===== src/bxds_pkg.sv =====
// Shared types, constants and codes for the box average downscaler.
package bxds_pkg;

   localparam int PIX_W         = 8;
   localparam int NUM_CH        = 3;
   localparam int QUOT_W        = 8;
   localparam int STEP_W        = 3;
   localparam int FACTOR_REG_W  = 5;
   localparam int WIDTH_REG_W   = 12;
   localparam int HEIGHT_W      = 16;
   localparam int CSR_INDEX_W   = 2;
   localparam int CSR_DATA_W    = 16;

   localparam int DEF_MAX_WIDTH   = 2048;
   localparam int DEF_MAX_FACTOR  = 16;
   localparam int DEF_OUT_COLUMNS = 1024;

   localparam logic [FACTOR_REG_W-1:0] RST_BLOCK_FACTOR = 5'd1;
   localparam logic [WIDTH_REG_W-1:0]  RST_FRAME_WIDTH  = 12'd640;
   localparam logic [HEIGHT_W-1:0]     RST_FRAME_HEIGHT = 16'd480;

   localparam logic [CSR_INDEX_W-1:0] CSR_BLOCK_FACTOR = 2'd0;
   localparam logic [CSR_INDEX_W-1:0] CSR_FRAME_WIDTH  = 2'd1;
   localparam logic [CSR_INDEX_W-1:0] CSR_FRAME_HEIGHT = 2'd2;

   typedef struct packed {
      logic [PIX_W-1:0] red_in;
      logic [PIX_W-1:0] green_in;
      logic [PIX_W-1:0] blue_in;
   } req_type;

   typedef struct packed {
      logic [PIX_W-1:0] red_out;
      logic [PIX_W-1:0] green_out;
      logic [PIX_W-1:0] blue_out;
      logic             frame_end;
   } rsp_type;

   typedef enum logic [1:0] {
      DIV_IDLE,
      DIV_RUN,
      DIV_DONE
   } div_state_type;

endpackage


===== src/bxds_divider.sv =====
// Restoring divider that turns three block sums into rounded averages, one bit per cycle.
module bxds_divider #(
   parameter int SUM_W = 16,
   parameter int CNT_W = 9
)(
   input  logic                                           clock,
   input  logic                                           reset,
   input  logic                                           start,
   input  logic [bxds_pkg::NUM_CH-1:0][SUM_W-1:0]         sums,
   input  logic [CNT_W-1:0]                               count,
   input  logic                                           last,
   input  logic                                           take,
   output logic                                           busy,
   output logic                                           done,
   output logic [bxds_pkg::NUM_CH-1:0][bxds_pkg::QUOT_W-1:0] quot,
   output logic                                           last_out
);
   import bxds_pkg::*;

   localparam int N_W = SUM_W + 1;

   div_state_type                        state_ff, state_in;
   logic [STEP_W-1:0]                    step_ff, step_in;
   logic [N_W-1:0]                       dsh_ff, dsh_in;
   logic [NUM_CH-1:0][N_W-1:0]           rem_ff, rem_in;
   logic [NUM_CH-1:0][QUOT_W-1:0]        quot_ff, quot_in;
   logic                                 last_ff, last_in;

   always_ff @(posedge clock) begin
      if (reset) begin
         state_ff <= DIV_IDLE;
      end else begin
         state_ff <= state_in;
      end
      step_ff <= step_in;
      dsh_ff  <= dsh_in;
      rem_ff  <= rem_in;
      quot_ff <= quot_in;
      last_ff <= last_in;
   end

   // The average is (2*sum + count) / (2*count), which never exceeds eight bits.
   always_comb begin
      state_in = state_ff;
      step_in  = step_ff;
      dsh_in   = dsh_ff;
      rem_in   = rem_ff;
      quot_in  = quot_ff;
      last_in  = last_ff;
      case (state_ff)
         DIV_IDLE: begin
            if (start) begin
               for (int ch = 0; ch < NUM_CH; ch++) begin
                  rem_in[ch]  = N_W'({sums[ch], 1'b0}) + N_W'(count);
                  quot_in[ch] = '0;
               end
               dsh_in   = N_W'({count, 1'b0}) << (QUOT_W - 1);
               step_in  = '0;
               last_in  = last;
               state_in = DIV_RUN;
            end
         end
         DIV_RUN: begin
            for (int ch = 0; ch < NUM_CH; ch++) begin
               if (rem_ff[ch] >= dsh_ff) begin
                  rem_in[ch]  = rem_ff[ch] - dsh_ff;
                  quot_in[ch] = {quot_ff[ch][QUOT_W-2:0], 1'b1};
               end else begin
                  quot_in[ch] = {quot_ff[ch][QUOT_W-2:0], 1'b0};
               end
            end
            dsh_in  = dsh_ff >> 1;
            step_in = step_ff + 1'b1;
            if (step_ff == STEP_W'(QUOT_W - 1)) begin
               state_in = DIV_DONE;
            end
         end
         DIV_DONE: begin
            if (take) begin
               state_in = DIV_IDLE;
            end
         end
         default: begin
            state_in = DIV_IDLE;
         end
      endcase
   end

   assign busy     = (state_ff != DIV_IDLE);
   assign done     = (state_ff == DIV_DONE);
   assign quot     = quot_ff;
   assign last_out = last_ff;

endmodule


===== config.mk =====
export PLATFORM = sky130hd
export DESIGN_NAME = bxds_divider
export DESIGN_NICKNAME = d
export VERILOG_FILES = /design/src/bxds_pkg.sv /design/src/bxds_divider.sv
export SDC_FILE = /design/constraint.sdc
export NUM_CORES = 1
export LEC_CHECK = 0
export BUFFER_PORTS_ARGS = -buffer_cell sky130_fd_sc_hd__buf_4
export CAP_MARGIN = 15
export CORE_MARGIN = 1
export CORE_UTILIZATION = 60
export CTS_CLUSTER_DIAMETER = 80
export DETAILED_ROUTE_END_ITERATION = 10
export MAX_ROUTING_LAYER = met4
export PLACE_DENSITY = 0.93
export SLEW_MARGIN = 15
export SYNTH_ARGS = -nofsm -noshare
export SYNTH_HDL_FRONTEND = slang
export SYNTH_SLANG_ARGS = --single-unit

===== constraint.sdc =====
create_clock -name clock -period 4.7 [get_ports clock]
set_clock_uncertainty 0.2 [all_clocks]
set_input_delay 0.235 -clock clock [delete_from_list [all_inputs] [get_ports clock]]
set_output_delay 0.235 -clock clock [all_outputs]
set_load 0.05 [all_outputs]

==> results <==
- The overall routing resource usage is 32.03%.
- The number of pins with negative max-slew slack in the final report is 0.
- The most used flip-flop cell after synthesis is edfxtp_1.
- The number of flops mapped to enable cells by yosys is 96.
- The first-pass GRT wire length is 31240 um.
- The floorplan step defined a die boundary enclosing 13130 sq um.
- The number of antenna violations at the first check in global routing came to 0.
- The worst hold margin is between 20 and 25 ps.
- The total of buffers placed on input and output ports is 88.
- Post-CTS timing repair inserted 0 buffers for setup.
- Setup repair after global routing left no endpoint under its margin.
- The final net count is 1010.
- The internal portion of total power is 0.002303 W.
- The count of H-tree levels built during CTS is 3.
- By area the synthesized netlist is led by edfxtp_1 38%, ha_1 13%, xnor2_1 4.3%.
- The violation count after the first detailed-routing iteration is 528.
- Once detailed placement completed, the half-perimeter wirelength came to around 14000 um.
- For this run, the top clock speed supported by timing is 315.4 MHz.
- Synthesis instantiated 67 different standard cells from the library.
- The final RePlAce weighted congestion is 0.9719.
- Summing over every cut layer, the via total after detailed routing is 6524.
- The synthesized design devotes to its leading area cell type 37.90% of total area.
- The detailed-routing iteration count for the pre-antenna-repair pass is 6.
- In this run the critical register-to-register path is launched from dsh_ff[1].
- The later pin in the worst-skew pair is clocked with a latency of 350 ps.
- Dividing the detail-routed via count by the number of cells gives 6.285.
- The max capacitance violation total is 0.
- In the final layout, the share of cells above drive strength 1 is 16.32%.
- The power per unit of standard cell area is around 430 nW/um^2.
- The transition time at the pin with the least slew margin is 1082 ps.
- The final routed wire length divided by cell count is 18.82 um.
- In this run the register-to-register setup slack is 1530 ps.
- For this run, asynchronously set or reset flops after synthesis account for 0%.
- The final critical path time including I/O delays and setup is 3171 ps.
- The initial core utilization is 62.54%.
- The part of the Yosys area used for sequential elements is approximately 38%.
- The cell taking the most area after synthesis is edfxtp_1.
- The detail route stage leaves a number of antenna-violating nets equal to 0.
- The synthesized net count is between 900 and 1000.
- The number of instances on the worst hold path is 3.
- Across the VDD grid, the largest voltage drop is 0.0002172 V.
- Along the worst path, the maximum fanout reaches 17.
- The setup path with the least slack is of type flip-flop to flip-flop.
- The clock-pin slew on the worst setup and hold paths is 70 ps.
- The average instance in the mapped netlist occupies roughly 10 sq um.
- Summed over all failing endpoints, the final setup total negative slack is 0 ps.
- The worst hold path belongs to the class input port to flip-flop.
- The global-route congestion overflow total is 0.
- The switching share of power is 38.95%.
- The end point of the worst hold path is dsh_ff[8].
- The TritonCTS clock tree is built.
- The synthesized netlist cell count is 779.
- STA puts the critical path data required time at 4540 ps.
- The startpoint type of the worst setup path is a flip-flop.
- The power share of the sequential group is 32.6%.
- The area added between synthesis and finish is 15.22%.
- The die outline height is 114.6 um.
- The run finished with clean final reports.
- The die outline width is 114.6 um.
- The multi-input combinational cells in the finished layout cover a total of between 4000 and 5000 sq um.
- For this design, the sink count on the clock tree is 98.
- Combinational logic burns around 47% of the power.
- Synthesis inferred 98 register bits.
- The source of the worst hold timing path is count[0].
- The via count of the first global-routing pass came to 6414.
- The endpoint kind of the worst setup timing path is a flip-flop.
- The sequential cells in the finished layout cover a total of a little under 3000 sq um.
- The clock network fraction of total power is 20.6%.
- In this run the standard cell core region covers 12160 sq um.
- Buffers inserted during clock tree synthesis total 9.
- The post-synthesis cell area is 7606 sq um.
- The total wire length is between 15000 and 20000 um.
- The capture instance of the worst register-to-register path is rem_ff[34].
- Setup violations remaining at the end of the flow were counted as 0.
- After detailed routing, the number of remaining DRC violations is 0.
- For this run, the number of Yosys warnings is 0.
- After layout, the worst path uses 67.47% of the clock period.
- The maximum number of pins on one net before global-route repair is 56.
- The leakage component of the power is 3.720 nW.
- The worst slew margin relative to its limit is roughly 28%.
- The count of inserted antenna diode cells is 0.
- In this run the count of I/O pins placed on the die edge is just under 90.
- The net switching component of the power is 0.001469 W.
- The tree is rooted in a clkbuf_16.
- The final-report hold violation count was 0.
- The standard-cell row count is 40.
- The number of cells traversed by the worst register-to-register path is 10.
- STA puts the critical path data arrival time at 3010 ps.
- The clock passes through at most 2 buffers.
- Post-CTS repair changed the size of 0 cells.
- Fill cells in the final layout number 853.
per-layer routing:
metal,GRT usage [%],share of wire [%]
met5,-,0
met4,12.64,3.2
met3,3.812,8.2
met2,53.29,48
met1,40.01,40
worst max path at each step:
stage	slack, ps	cells past startpoint	start	to
floorplan	1160	9	dsh_ff[1]	rem_ff[17]
global placement	1860	10	dsh_ff[1]	rem_ff[19]
detailed placement	1640	10	dsh_ff[1]	rem_ff[2]
CTS	1620	10	dsh_ff[1]	rem_ff[34]
global route	1440	10	dsh_ff[1]	rem_ff[34]
finish	1530	10	dsh_ff[1]	rem_ff[34]
kinds of logic after synthesis:
family	after synthesis	synth area share, %
adders and majority gates	83	14.25
buffers and inverters	53	2.961
and+or+nand+nor	245	15.83
DFF	98	38.43
muxes	7	0.9377
xor gates and xnor gates	71	8.274
AOI/OAI and AO/OA	222	19.33
synthesized netlist by cell type (all sizes together) (5+ instances only):
library cell,n
a211o,5
a211oi,12
a21boi,6
a21o,22
a21oi,63
a31oi,6
and2,25
and3,9
buf,6
clkbuf,15
edfxtp,96
fa,6
ha,77
inv,32
mux2i,6
nand2,77
nand2b,19
nand3,17
nand4,9
nor2,52
nor2b,10
nor3,9
nor4,5
o211ai,5
o21a,7
o21ai,65
o31ai,7
or3,5
xnor2,37
xor2,34
flip-flops by register name, summed over array words and instances, names as in the netlist:
| name | flops |
|---|---|
| rem_ff | 51 |
| quot | 24 |
| dsh_ff | 17 |
| step_ff | 3 |
| state_ff | 2 |
| last_out | 1 |
layout by cell type (no fill, tap or decap), types with 9 or more instances in the layout:
master and n:
nand4_1 9, edfxtp_1 96, and3_1 9, nand2_1 76, inv_1 32, buf_4 93, nor3_1 9, xnor2_1 37
o21ai_1 11, nor2_1 52, ha_1 77, clkbuf_16 9, nand3_1 14, nand2b_1 18, a21oi_1 58, a21o_1 22
and2_1 25, a211oi_1 10, nor2b_1 9, o21ai_0 54, xor2_1 33
cell type report:
class / instances / area share [%]
sequential: 98 / 33.35
clock inverter: 6 / 0.8281
clock buffer: 10 / 2.727
tap: 168 / 2.399
timing repair buffer: 96 / 8.310
inverter: 32 / 1.371
multi-input combinational: 628 / 51.01
worst max-delay path, cell delays in order, from the launching register on:
cell      delay (ps)
edfxtp_1         420
inv_1            200
ha_1             390
nor2b_1          220
o21bai_1         150
a211oi_1         470
nor2_1           100
a21boi_2         180
a21oi_1          110
o21ai_1          140
buf_4            270
what timing repair did:
action                                  4_1_cts  5_1_grt
hold buffers                                  3        0
endpoints found under the hold margin         3        0
endpoints found under the setup margin        0        0
power by group through the flow:
stage | clock, W | sequential [W] | combinational [W]
final | 0.000778 | 0.00123 | 0.00177
after global routing | 0.000804 | 0.00124 | 0.00192
after CTS | 0.000770 | 0.00123 | 0.00173
after detailed placement | 0 | 0.00124 | 0.00170
after global placement | 0 | 0.00124 | 0.00165
after floorplan | 0 | 0.00131 | 0.00121
through the flow:
step	instances	area (sq um)	setup slack, ps	total power, W	util (%)
floorplan	779	7606	1160	0.002526	-
detailed placement	1019	8422	1637	0.002942	69.25
finish	1038	8763	1529	0.003773	72.06
global route	1038	8763	1440	0.003962	72.06
global placement	1019	8422	1857	0.002883	69.25
CTS	1038	8763	1616	0.003730	72.06
No activity file was read; power rests on OpenSTA's default activity.
